File: config.mk
export PLATFORM = sky130hd
export DESIGN_NAME = lru_frame_replacer
export DESIGN_NICKNAME = d
export VERILOG_FILES = /design/src/lfr_pkg.sv /design/src/lfr_ram.sv /design/src/lfr_ctrl.sv /design/src/lfr_dp.sv /design/src/lru_frame_replacer.sv
export SDC_FILE = /design/constraint.sdc
export NUM_CORES = 1
export LEC_CHECK = 0
export BUFFER_PORTS_ARGS = -buffer_cell sky130_fd_sc_hd__buf_2
export CAP_MARGIN = 30
export CORE_UTILIZATION = 54
export DETAILED_ROUTE_END_ITERATION = 10
export GPL_TIMING_DRIVEN = 0
export HOLD_SLACK_MARGIN = 0.15
export PLACE_DENSITY = 0.71
export SLEW_MARGIN = 20
export SYNTH_ARGS = -nofsm -noshare
export SYNTH_HDL_FRONTEND = slang
export SYNTH_SLANG_ARGS = --single-unit
export TNS_END_PERCENT = 1
File: constraint.sdc
create_clock -name clk -period 8.1 [get_ports clk]
set_input_delay 1.215 -clock clk [delete_from_list [all_inputs] [get_ports clk]]
set_output_delay 1.215 -clock clk [all_outputs]
set_load 0.005 [all_outputs]
File: src/lfr_pkg.sv
// Shared constants, payload types and controller/datapath signal groups.
`timescale 1ns / 1ps
`default_nettype none

package lfr_pkg;

    localparam int NUM_FRAMES = 64;
    localparam int LIST_AW    = $clog2(NUM_FRAMES);
    localparam int FRAME_W    = 6;
    localparam int COUNT_W    = 7;
    localparam int MODE_W     = 2;

    localparam int APB_AW = 3;
    localparam int APB_DW = 32;

    localparam logic [COUNT_W-1:0] CAPACITY_RESET = COUNT_W'(64);

    typedef logic [MODE_W-1:0] mode_t;

    localparam mode_t MODE_VICTIM = 2'd0;
    localparam mode_t MODE_PIN    = 2'd1;
    localparam mode_t MODE_UNPIN  = 2'd2;

    // Register index decoded from the word address bit of paddr
    localparam logic REG_CAPACITY = 1'b0;

    typedef struct packed {
        mode_t              mode;
        logic [FRAME_W-1:0] frame;
    } in_t;

    typedef struct packed {
        logic               found;
        logic [FRAME_W-1:0] evicted_frame;
        logic [COUNT_W-1:0] count;
    } out_t;

    typedef enum logic [2:0] {
        ST_IDLE,
        ST_DISPATCH,
        ST_SCAN,
        ST_EVICT,
        ST_RESULT
    } state_t;

    typedef struct packed {
        logic load_req;
        logic rd_tail;
        logic insert;
        logic evict_take;
        logic scan_first;
        logic scan_step;
        logic out_load;
    } dp_cmd_t;

    typedef struct packed {
        mode_t mode;
        logic  member_hit;
        logic  count_zero;
        logic  below_cap;
        logic  scan_match;
        logic  out_free;
    } dp_status_t;

endpackage

`default_nettype wire

File: src/lfr_ram.sv
// Generic single-write, single-read RAM with registered read data.
`timescale 1ns / 1ps
`default_nettype none

module lfr_ram #(
    parameter int WIDTH = 8,
    parameter int DEPTH = 64
) (
    input  wire logic                     clk,
    input  wire logic                     we,
    input  wire logic [$clog2(DEPTH)-1:0] waddr,
    input  wire logic [WIDTH-1:0]         wdata,
    input  wire logic [$clog2(DEPTH)-1:0] raddr,
    output logic      [WIDTH-1:0]         rdata
);

    logic [WIDTH-1:0] mem_reg [DEPTH];
    logic [WIDTH-1:0] rdata_reg;

    always_ff @(posedge clk)
    begin
        if (we)
        begin
            mem_reg[waddr] <= wdata;
        end
        rdata_reg <= mem_reg[raddr];
    end

    assign rdata = rdata_reg;

endmodule

`default_nettype wire

File: src/lfr_ctrl.sv
// Request sequencer: decodes each transfer and steps the datapath through it.
`timescale 1ns / 1ps
`default_nettype none

module lfr_ctrl (
    input  wire logic               clk,
    input  wire logic               rst_n,
    input  wire logic               in_valid,
    output logic                    in_stall,
    input  wire lfr_pkg::dp_status_t status,
    output lfr_pkg::dp_cmd_t        cmd
);
    import lfr_pkg::*;

    state_t state_reg;
    state_t state_next;

    always_ff @(posedge clk or negedge rst_n)
    begin
        if (!rst_n)
        begin
            state_reg <= ST_IDLE;
        end
        else
        begin
            state_reg <= state_next;
        end
    end

    always_comb
    begin
        state_next = state_reg;
        cmd        = '0;
        in_stall   = 1'b1;
        case (state_reg)
            ST_IDLE:
            begin
                in_stall = 1'b0;
                if (in_valid)
                begin
                    cmd.load_req = 1'b1;
                    state_next   = ST_DISPATCH;
                end
            end
            ST_DISPATCH:
            begin
                state_next = ST_RESULT;
                case (status.mode)
                    MODE_VICTIM:
                    begin
                        if (!status.count_zero)
                        begin
                            cmd.rd_tail = 1'b1;
                            state_next  = ST_EVICT;
                        end
                    end
                    MODE_PIN:
                    begin
                        if (status.member_hit)
                        begin
                            cmd.scan_first = 1'b1;
                            state_next     = ST_SCAN;
                        end
                    end
                    MODE_UNPIN:
                    begin
                        if (!status.member_hit)
                        begin
                            if (status.below_cap)
                            begin
                                cmd.insert = 1'b1;
                            end
                            else if (!status.count_zero)
                            begin
                                // full: read the oldest entry first
                                cmd.rd_tail = 1'b1;
                                state_next  = ST_EVICT;
                            end
                        end
                    end
                    default:
                    begin
                        state_next = ST_RESULT;
                    end
                endcase
            end
            ST_SCAN:
            begin
                cmd.scan_step = 1'b1;
                if (status.scan_match)
                begin
                    state_next = ST_RESULT;
                end
            end
            ST_EVICT:
            begin
                cmd.evict_take = 1'b1;
                cmd.insert     = (status.mode == MODE_UNPIN);
                state_next     = ST_RESULT;
            end
            ST_RESULT:
            begin
                if (status.out_free)
                begin
                    cmd.out_load = 1'b1;
                    state_next   = ST_IDLE;
                end
            end
            default:
            begin
                state_next = ST_IDLE;
            end
        endcase
    end

endmodule

`default_nettype wire

File: src/lfr_dp.sv
// Datapath: circular recency list in RAM, membership bits, count and result register.
`timescale 1ns / 1ps
`default_nettype none

module lfr_dp (
    input  wire logic                          clk,
    input  wire logic                          rst_n,
    input  wire lfr_pkg::in_t                  in_data,
    input  wire logic [lfr_pkg::COUNT_W-1:0]   capacity,
    input  wire lfr_pkg::dp_cmd_t              cmd,
    output lfr_pkg::dp_status_t                status,
    output logic                               out_valid,
    input  wire logic                          out_stall,
    output lfr_pkg::out_t                      out_data
);
    import lfr_pkg::*;

    // request latch
    mode_t              req_mode_reg;
    logic [FRAME_W-1:0] req_frame_reg;

    // list state; logical slot p lives at physical head + p
    logic [LIST_AW-1:0]    head_reg, head_next;
    logic [COUNT_W-1:0]    count_reg, count_next;
    logic [NUM_FRAMES-1:0] member_reg, member_next;
    logic [LIST_AW-1:0]    scan_pos_reg, scan_pos_next;
    logic [FRAME_W-1:0]    carry_reg, carry_next;

    logic               found_reg, found_next;
    logic [FRAME_W-1:0] ev_reg, ev_next;

    logic out_valid_reg, out_valid_next;
    out_t out_data_reg, out_data_next;

    logic               ram_we;
    logic [LIST_AW-1:0] ram_waddr;
    logic [FRAME_W-1:0] ram_wdata;
    logic [LIST_AW-1:0] ram_raddr;
    logic [FRAME_W-1:0] ram_rdata;

    logic               scan_match;
    logic [LIST_AW-1:0] tail_addr;

    lfr_ram #(
        .WIDTH(FRAME_W),
        .DEPTH(NUM_FRAMES)
    ) u_list_ram (
        .clk  (clk),
        .we   (ram_we),
        .waddr(ram_waddr),
        .wdata(ram_wdata),
        .raddr(ram_raddr),
        .rdata(ram_rdata)
    );

    assign scan_match = (ram_rdata == req_frame_reg);
    assign tail_addr  = head_reg + count_reg[LIST_AW-1:0] - LIST_AW'(1);

    always_comb
    begin
        status.mode       = req_mode_reg;
        status.member_hit = member_reg[req_frame_reg];
        status.count_zero = (count_reg == '0);
        status.below_cap  = (count_reg < capacity);
        status.scan_match = scan_match;
        status.out_free   = !out_valid_reg || !out_stall;
    end

    always_comb
    begin
        if (cmd.rd_tail)
        begin
            ram_raddr = tail_addr;
        end
        else if (cmd.scan_first)
        begin
            ram_raddr = head_reg;
        end
        else
        begin
            ram_raddr = head_reg + scan_pos_reg + LIST_AW'(1);
        end
    end

    always_comb
    begin
        head_next      = head_reg;
        count_next     = count_reg;
        member_next    = member_reg;
        scan_pos_next  = scan_pos_reg;
        carry_next     = carry_reg;
        found_next     = found_reg;
        ev_next        = ev_reg;
        out_valid_next = out_valid_reg;
        out_data_next  = out_data_reg;
        ram_we         = 1'b0;
        ram_waddr      = head_reg - LIST_AW'(1);
        ram_wdata      = req_frame_reg;

        if (cmd.load_req)
        begin
            found_next = 1'b0;
            ev_next    = '0;
        end

        if (cmd.scan_first)
        begin
            scan_pos_next = '0;
        end

        if (cmd.evict_take)
        begin
            found_next             = 1'b1;
            ev_next                = ram_rdata;
            member_next[ram_rdata] = 1'b0;
            count_next             = count_next - COUNT_W'(1);
        end

        if (cmd.insert)
        begin
            ram_we                     = 1'b1;
            ram_waddr                  = head_reg - LIST_AW'(1);
            ram_wdata                  = req_frame_reg;
            head_next                  = head_reg - LIST_AW'(1);
            member_next[req_frame_reg] = 1'b1;
            count_next                 = count_next + COUNT_W'(1);
        end

        if (cmd.scan_step)
        begin
            // move the entry ahead of this slot one place back
            ram_we    = (scan_pos_reg != '0);
            ram_waddr = head_reg + scan_pos_reg;
            ram_wdata = carry_reg;
            if (scan_match)
            begin
                head_next                  = head_reg + LIST_AW'(1);
                count_next                 = count_reg - COUNT_W'(1);
                member_next[req_frame_reg] = 1'b0;
            end
            else
            begin
                carry_next    = ram_rdata;
                scan_pos_next = scan_pos_reg + LIST_AW'(1);
            end
        end

        if (out_valid_reg && !out_stall)
        begin
            out_valid_next = 1'b0;
        end

        if (cmd.out_load)
        begin
            out_valid_next              = 1'b1;
            out_data_next.found         = found_reg;
            out_data_next.evicted_frame = ev_reg;
            out_data_next.count         = count_reg;
        end
    end

    always_ff @(posedge clk or negedge rst_n)
    begin
        if (!rst_n)
        begin
            head_reg      <= '0;
            count_reg     <= '0;
            member_reg    <= '0;
            scan_pos_reg  <= '0;
            out_valid_reg <= 1'b0;
        end
        else
        begin
            head_reg      <= head_next;
            count_reg     <= count_next;
            member_reg    <= member_next;
            scan_pos_reg  <= scan_pos_next;
            out_valid_reg <= out_valid_next;
        end
    end

    always_ff @(posedge clk)
    begin
        if (cmd.load_req)
        begin
            req_mode_reg  <= in_data.mode;
            req_frame_reg <= in_data.frame;
        end
        carry_reg    <= carry_next;
        found_reg    <= found_next;
        ev_reg       <= ev_next;
        out_data_reg <= out_data_next;
    end

    assign out_valid = out_valid_reg;
    assign out_data  = out_data_reg;

endmodule

`default_nettype wire

File: src/lru_frame_replacer.sv
// Top level: LRU replacement list for buffer frames with APB capacity register.
//
// Requests enter on in_valid/in_stall carrying in_data (mode, frame); each
// transfer produces exactly one result on out_valid/out_stall carrying
// out_data (found, evicted_frame, count). Requests are handled one at a time.
// The sequencer steps each request from idle through dispatch to result,
// where the result loads once the output register is free; the sequencer
// then returns to idle for the next request. Between dispatch and result:
//   no-op or plain unpin insert        no other state
//   victim, or unpin into a full list  evict (one read of the oldest slot)
//   pin of a frame at list slot p      scan (one RAM read per slot walked)
// The list lives in a RAM with one read and one write port, kept as a ring;
// pin walks it from the most recent end and shifts the newer entries back.
// The capacity register (byte address 0) may be written only while idle;
// it resets to 64. Reset empties the list and clears all membership bits.
// A stalled result holds in the output register; the next request is taken
// while it waits, and its own result waits until the register frees up.
`timescale 1ns / 1ps
`default_nettype none

module lru_frame_replacer (
    input  wire logic                        clk,
    input  wire logic                        rst_n,
    input  wire logic                        in_valid,
    output logic                             in_stall,
    input  wire lfr_pkg::in_t                in_data,
    output logic                             out_valid,
    input  wire logic                        out_stall,
    output lfr_pkg::out_t                    out_data,
    input  wire logic                        psel,
    input  wire logic                        penable,
    input  wire logic                        pwrite,
    input  wire logic [lfr_pkg::APB_AW-1:0]  paddr,
    input  wire logic [lfr_pkg::APB_DW-1:0]  pwdata,
    output logic      [lfr_pkg::APB_DW-1:0]  prdata,
    output logic                             pready
);
    import lfr_pkg::*;

    logic [COUNT_W-1:0] capacity_reg, capacity_next;
    logic               reg_sel;
    dp_cmd_t            cmd;
    dp_status_t         status;

    assign pready  = 1'b1;
    assign reg_sel = (paddr[APB_AW-1] == REG_CAPACITY);

    always_comb
    begin
        capacity_next = capacity_reg;
        if (psel && penable && pwrite && pready && reg_sel)
        begin
            capacity_next = pwdata[COUNT_W-1:0];
        end
    end

    always_ff @(posedge clk or negedge rst_n)
    begin
        if (!rst_n)
        begin
            capacity_reg <= CAPACITY_RESET;
        end
        else
        begin
            capacity_reg <= capacity_next;
        end
    end

    assign prdata = reg_sel ? APB_DW'(capacity_reg) : '0;

    lfr_ctrl u_ctrl (
        .clk     (clk),
        .rst_n   (rst_n),
        .in_valid(in_valid),
        .in_stall(in_stall),
        .status  (status),
        .cmd     (cmd)
    );

    lfr_dp u_dp (
        .clk      (clk),
        .rst_n    (rst_n),
        .in_data  (in_data),
        .capacity (capacity_reg),
        .cmd      (cmd),
        .status   (status),
        .out_valid(out_valid),
        .out_stall(out_stall),
        .out_data (out_data)
    );

endmodule

`default_nettype wire

==> results of run 1 <==
-- per-layer routing --
layer  up-vias  routed length (um)  share of wire  GRT usage
met3       186                5910          0.095     0.0584
met4         0                2740          0.044      0.143
li1       7263                   -              -          -
met2       914               29900           0.48      0.465
met1      7952               23800           0.38      0.363
met5         -                   0              0          0
-- final timing paths --
check / end / slack, ps / cells past startpoint
worst max-delay path: u_dp.u_list_ram.rdata[4] / 2510 / 16
worst min-delay path: u_dp.out_data[10] / 420 / 0
worst max register to register: u_dp.u_list_ram.rdata[4] / 2510 / 16
worst min register to register: u_dp.out_data[10] / 420 / 0
max in group asynchronous: u_dp.member_reg[47] / 6990 / 2
min in group asynchronous: u_dp.scan_pos_reg[1] / 430 / 1
-- through the flow --
| stage | area [sq um] | cells | worst slack (ps) | hold slack [ps] | util |
|---|---|---|---|---|---|
| after global placement | 24600 | 2545 | 281 | 406 | 0.571 |
| after floorplan | 23600 | 1915 | 3770 | 400 | - |
| final | 26500 | 2650 | 2510 | 416 | 0.615 |
| after global routing | 26500 | 2650 | 2240 | 421 | 0.615 |
| after detailed placement | 24800 | 2554 | 2370 | 405 | 0.576 |
| after CTS | 26500 | 2649 | 2370 | 418 | 0.615 |
-- final cells by class --
cell class	count	area, sq um
Clock buffer	67	1400
Inverter	35	131
Fill cell	3324	16600
Multi-Input combinational cell	1233	7840
Timing Repair Buffer	55	409
Sequential cell	519	15000
Clock inverter	28	243
Tap cell	585	732
Buffer	128	679
-- cells by family after synthesis --
kind of cell / count (synthesis) / synth area share
buf+inv: 163 / 0.0344
xor+xnor: 39 / 0.0145
compound gates: 386 / 0.108
fa+ha+maj: 29 / 0.0161
other cells: 2 / 0.000319
simple gates: 627 / 0.119
flops: 519 / 0.639
mux: 126 / 0.0689
-- worst register-to-register path, delay by kind of cell (launching register included) --
| kind | cells | cell delay, ps |
|---|---|---|
| AND/OR/NAND/NOR | 3 | 480 |
| multiplexers | 2 | 970 |
| buffers and inverters | 4 | 1690 |
| flip-flops | 1 | 440 |
| AO/OA/AOI/OAI | 7 | 1870 |
-- cell usage after synthesis (all sizes together), types with 6 or more instances --
cell       n  share of area
nor3      24         0.0051
o31ai      9         0.0029
or3        8         0.0021
a211oi     9         0.0029
o2111ai   13         0.0048
edfxtp   418           0.53
xnor2     27          0.010
nor2b     11         0.0029
or3b       6         0.0022
a32o      11         0.0047
nor2     117          0.019
buf       79          0.021
a32oi     13         0.0048
o21ai     90          0.019
dfxtp      7         0.0060
inv       35         0.0056
mux4      27          0.026
nand3b    11         0.0035
ha        27          0.014
a221o     16         0.0068
a31oi     13         0.0035
a21o       6         0.0019
nand3    108          0.023
xor2      12         0.0045
mux2i     87          0.037
nand2    289          0.046
nand2b    13         0.0035
clkbuf    49         0.0078
dfrtp     93          0.099
nor3b      6         0.0021
mux2      12         0.0061
o211ai     9         0.0029
o21a      65          0.021
o22ai      8         0.0021
a21oi    100          0.021
and3      16         0.0043
==> results.toml, run 1 <==
[status]
outcome = "completed"

[timing]
setup_tns_ps = 0
relSlewSlack = 0.336
finalCritPeriodShare = 0.691
layout_min_cycle_time_ps = 5590
slew_viol_final = 0
finalSetupViolations = 0
hold_viol = 0
max_freq_mhz = 179
tightest_slew_ps = 989
fin_skew_ps = 28.3
grt_setup_unrepaired = "no"

[worst_setup_path]
critPathKind = "flip-flop to flip-flop"
r2r-start = "u_dp.req_frame_reg[2]"
startpoint = "u_dp.req_frame_reg[2]"
crit_arrival_ps = 6060
critPathCaptureType = "flip-flop"
worstPathCellList = "buf_4 -> buf_2 -> mux2i_1 -> o22ai_1 -> o21ai_0 -> o2111ai_1 -> o41ai_2 -> nand2_2 -> mux2i_1 -> clkbuf_1 -> buf_2 -> nand3_1 -> a21oi_1 -> nor3_1 -> a211oi_1 -> o31ai_1"
cp_max_fo = 10
cp_slowest_stage_delay_ps = 700
critPathTopFamily = "compound AO/OA/AOI/OAI gates"
cp.required_ps = 8560
path_buf_inv = 4
slowest_stage = "mux2i_1"
critPathLaunchType = "flip-flop"

[clock_network]
clk_latency_ps = 630
ctsRootBufferMaster = "clkbuf_16"
post-cts-setup-buffers = 0
ctsHoldBuffers = 0
htree_levels = 2
clkTransAtPathRegs_ps = 60
cts_tree = "done"
ctsResizeCount = 0
cts_max_path_buffers = 3
cts_buffers = 52
cts_sinks = 519

[route]
ant_nets = 0
avgViaCountPerCell = 6.16
vias = 16300
wire_per_inst_um = 23.5
drt_iter0_markers = 1936
finalWirelength_mm = 62.4
drc = 0
drtPass1Iterations = 6

[floorplan]
die_w_um = 211
die_y_um = 211
num_rows = 76
start_util = 0.546
core-area_sq_um = 43100
dieArea_sq_um = 44400
io_pins = 99

[run]
maxCapViolCount = 0

[layout]
drive_above_1_share = 0.128
final_cell_mix = "edfxtp_1, nand2_1, nor2_1, nand3_1, a21oi_1"
area_growth_pct = 12.5
largest_reg_flops = 384
mostFrequentLayoutCell = "edfxtp_1"
antenna_cells = 0
final_nets = 2103

[global_routing]
grt_pass1_wl_mm = 94.6
antenna_found_initial = 0
grt_pass1_vias = 16100
grt-ovfl-total = 0
grt_max_degree = 76
grt_use_total = 0.285

[synthesis]
synth_edf_count = 418
yosys_warnings = 0
synth.avg_cell_area_sq_um = 12.4
netlist-cell-type-count = 68
ys_async_sr_fraction = 0.181
synthesis.area_sq_um = 23500
synth_seq_cells = 519
netlist_instances = 1891
synthFlopType = "edfxtp_1"
yosysSeqAreaShare = 0.639

[place]
dp.final_hpwl_mm = 41.9
portBuffers = 45
gp_congestion = 0.958

[hold_path]
holdCritPathClass = "flip-flop to flip-flop"
worstHoldStart = "u_dp.ev_reg[3]"
Power of run 1 is not shown: default switching activity piles up to over one toggle a cycle in this logic, so the estimate is an artifact.
==> run 2, diff against run 1 <==
ABC_AREA = 1   (was default)
clock period = 5.2 ns   (was 8.1 ns; I/O delays follow)
==> run 2 against run 1 <==
Compared with the run above: critical path depth shrank 2; synthesized cell count grew 46%; register-to-register slack lost 2300 ps; hold slack lost 75 ps; critical path type unchanged; sequential cell count is the same; sequential share of layout area shrank 4.8 points; area after synthesis grew 8.1%.
==> results.toml, run 2 <==
[synthesis]
synthesis.area_sq_um = 25500
synthTopCellsByArea = "edfxtp_1, nand2_1, dfrtp_1, nand3_1, inv_1"
synthAdderAreaFrac = 0.0148
synth_edf_count = 418
synth_top_family_by_area = "simple AND/OR/NAND/NOR gates"
yosys-top-cells-count = "nand2_1, inv_1, nand3_1"
yosys_warnings = 0
muxShareOfSynthArea = 0.000393
synth_seq_cells = 519
synth-simple-area-share = 0.223
ys_async_sr_fraction = 0.181
synth_compound_area_frac = 0.0528
synth.avg_cell_area_sq_um = 9.20
yosys.area.top_type = "edfxtp_1"
synth_top_area_share = 0.493
yosysMostFrequentCell = "nand2_1"
netlist_instances = 2766
synthFlopType = "edfxtp_1"
yosysSeqAreaShare = 0.591
netlist-cell-type-count = 47
synthXorXnorAreaFrac = 0.0120

[worst_setup_path]
path_buf_inv = 2
slowest_stage = "nand4_1"
cp_max_fo = 10
cp.required_ps = 5450
critPathLaunchType = "flip-flop"
critPathCaptureType = "flip-flop"
rrSetupSlack_ps = 180
critPathKind = "flip-flop to flip-flop"
cp_common_cell = "nand2_1"
critPathTopFamily = "simple AND/OR/NAND/NOR gates"
cp_slowest_stage_delay_ps = 860
worstPathCellList = "buf_2 -> inv_1 -> nor2_1 -> o211ai_1 -> nand2_1 -> o21ai_1 -> nand2_1 -> nor2_2 -> nand2_2 -> o21ai_1 -> nand4_2 -> nand2_1 -> nand4_1 -> nor2_1"
crit_arrival_ps = 5270

[layout]
final_nets = 2990
mostFrequentLayoutCell = "nand2_1"
antenna_cells = 0
largest_reg_flops = 384
drive_above_1_share = 0.0916
nFillCells = 3800
final_cell_mix = "nand2_1, inv_1, nand3_1, edfxtp_1, nor2_1"
area_growth_pct = 13.6

[global_routing]
grt_max_degree = 79
grt_pass1_vias = 19100
grt-ovfl-total = 0
grt_pass1_wl_mm = 106
antenna_found_initial = 0
grt_use_total = 0.294

[place]
portBuffers = 44
dp.final_hpwl_mm = 48.4
dpl_worst_slack_ps = 411
gp_congestion = 0.955

[floorplan]
num_rows = 79
core-area_sq_um = 46600
die_w_um = 219
start_util = 0.547
dieArea_sq_um = 48000
io_pins = 99
die_y_um = 219

[clock_network]
clkTransAtPathRegs_ps = 60
clk_latency_ps = 620
ctsRootBufferMaster = "clkbuf_16"
cts_sinks = 519
cts_max_path_buffers = 3
cts_tree = "done"
post-cts-setup-buffers = 0
htree_levels = 2
cts_buffers = 54

[timing]
grt_setup_unrepaired = "no"
finalCritPeriodShare = 0.966
fin_skew_ps = 18.1
layout_min_cycle_time_ps = 5020
slew_viol_final = 0
timing.final.ws_setup_ps = 176
max_freq_mhz = 199
relSlewSlack = 0.296
hold_viol = 0
tightest_slew_ps = 1050
finalSetupViolations = 0

[route]
avgViaCountPerCell = 5.57
finalWirelength_mm = 69.6
drt_iter0_markers = 2357
wire_per_inst_um = 19.5
vias = 19800
drtPass1Iterations = 6
drc = 0
ant_nets = 0

[run]
maxCapViolCount = 0

[hold_path]
holdCritPathClass = "primary input to flip-flop"

[status]
outcome = "completed"
==> run 2: cell types whose count changed after synthesis, sizes merged, moves of 19 or more <==
cell,before,now
mux2i,87,1
xnor2,27,8
nor2,117,198
nand2,289,642
a22oi,4,64
buf,79,106
o21a,65,3
inv,35,488
a21oi,100,18
mux4,27,0
nand3,108,444
==> run 2: metrics by stage <==
step | cell area (sq um) | TNS (ps) | cells | util | hold slack [ps]
6_report | 28900 | 0 | 3564 | 0.621 | 341
5_1_grt | 28900 | 0 | 3564 | 0.621 | 325
4_1_cts | 28900 | 0 | 3564 | 0.621 | 319
3_5_place_dp | 27100 | 0 | 3461 | 0.581 | 405
3_3_place_gp | 26500 | -1424020 | 3441 | 0.570 | 404
2_1_floorplan | 25500 | 0 | 2790 | - | 400
==> run 2: worst paths after layout <==
| kind | cells past startpoint | to | from |
|---|---|---|---|
| max in group asynchronous | 3 | u_dp.member_reg[26] | rst_n |
| max reg2reg | 14 | u_dp.u_list_ram.mem_reg[54][3] | u_dp.req_frame_reg[2] |
| min reg2reg | 0 | u_dp.out_data[11] | u_dp.ev_reg[4] |
| max | 14 | u_dp.u_list_ram.mem_reg[54][3] | u_dp.req_frame_reg[2] |
| min | 1 | u_dp.req_frame_reg[5] | in_data[5] |
| min in group asynchronous | 2 | u_dp.count_reg[4] | rst_n |
==> run 2: cell type report <==
| cell class | instances | area (sq um) | share of cell area |
|---|---|---|---|
| buffer | 142 | 843 | 0.0292 |
| clock buffer | 73 | 1450 | 0.0503 |
| clock inverter | 29 | 390 | 0.0135 |
| inverter | 490 | 1840 | 0.0636 |
| multi-input combinational | 1639 | 7890 | 0.273 |
| sequential | 519 | 15000 | 0.520 |
| tap | 607 | 759 | 0.0263 |
| timing repair buffer | 65 | 702 | 0.0243 |
==> run 2: routing by layer <==
metal	global-route usage	vias up	wire length, um	part of all wire
li1	-	9294	-	-
met3	0.0528	257	6500	0.093
met2	0.481	1017	32500	0.47
met1	0.378	9268	27200	0.39
met5	0	-	0	0
met4	0.145	0	3430	0.049
==> run 2: logic make-up after synthesis <==
logic type	after synthesis
simple gates	1329
buf+inv	632
flops	519
compound gates	219
xor+xnor	35
fa+ha+maj	29
other cells	2
mux	1
==> run 2: timing repair <==
| action | 4_1_cts | 5_1_grt |
|---|---|---|
| gates resized for setup | 0 | 0 |
| hold buffers | 1 | 0 |
| hold endpoints to repair | 15 | 0 |
Power of run 2 is left out for the same reason.
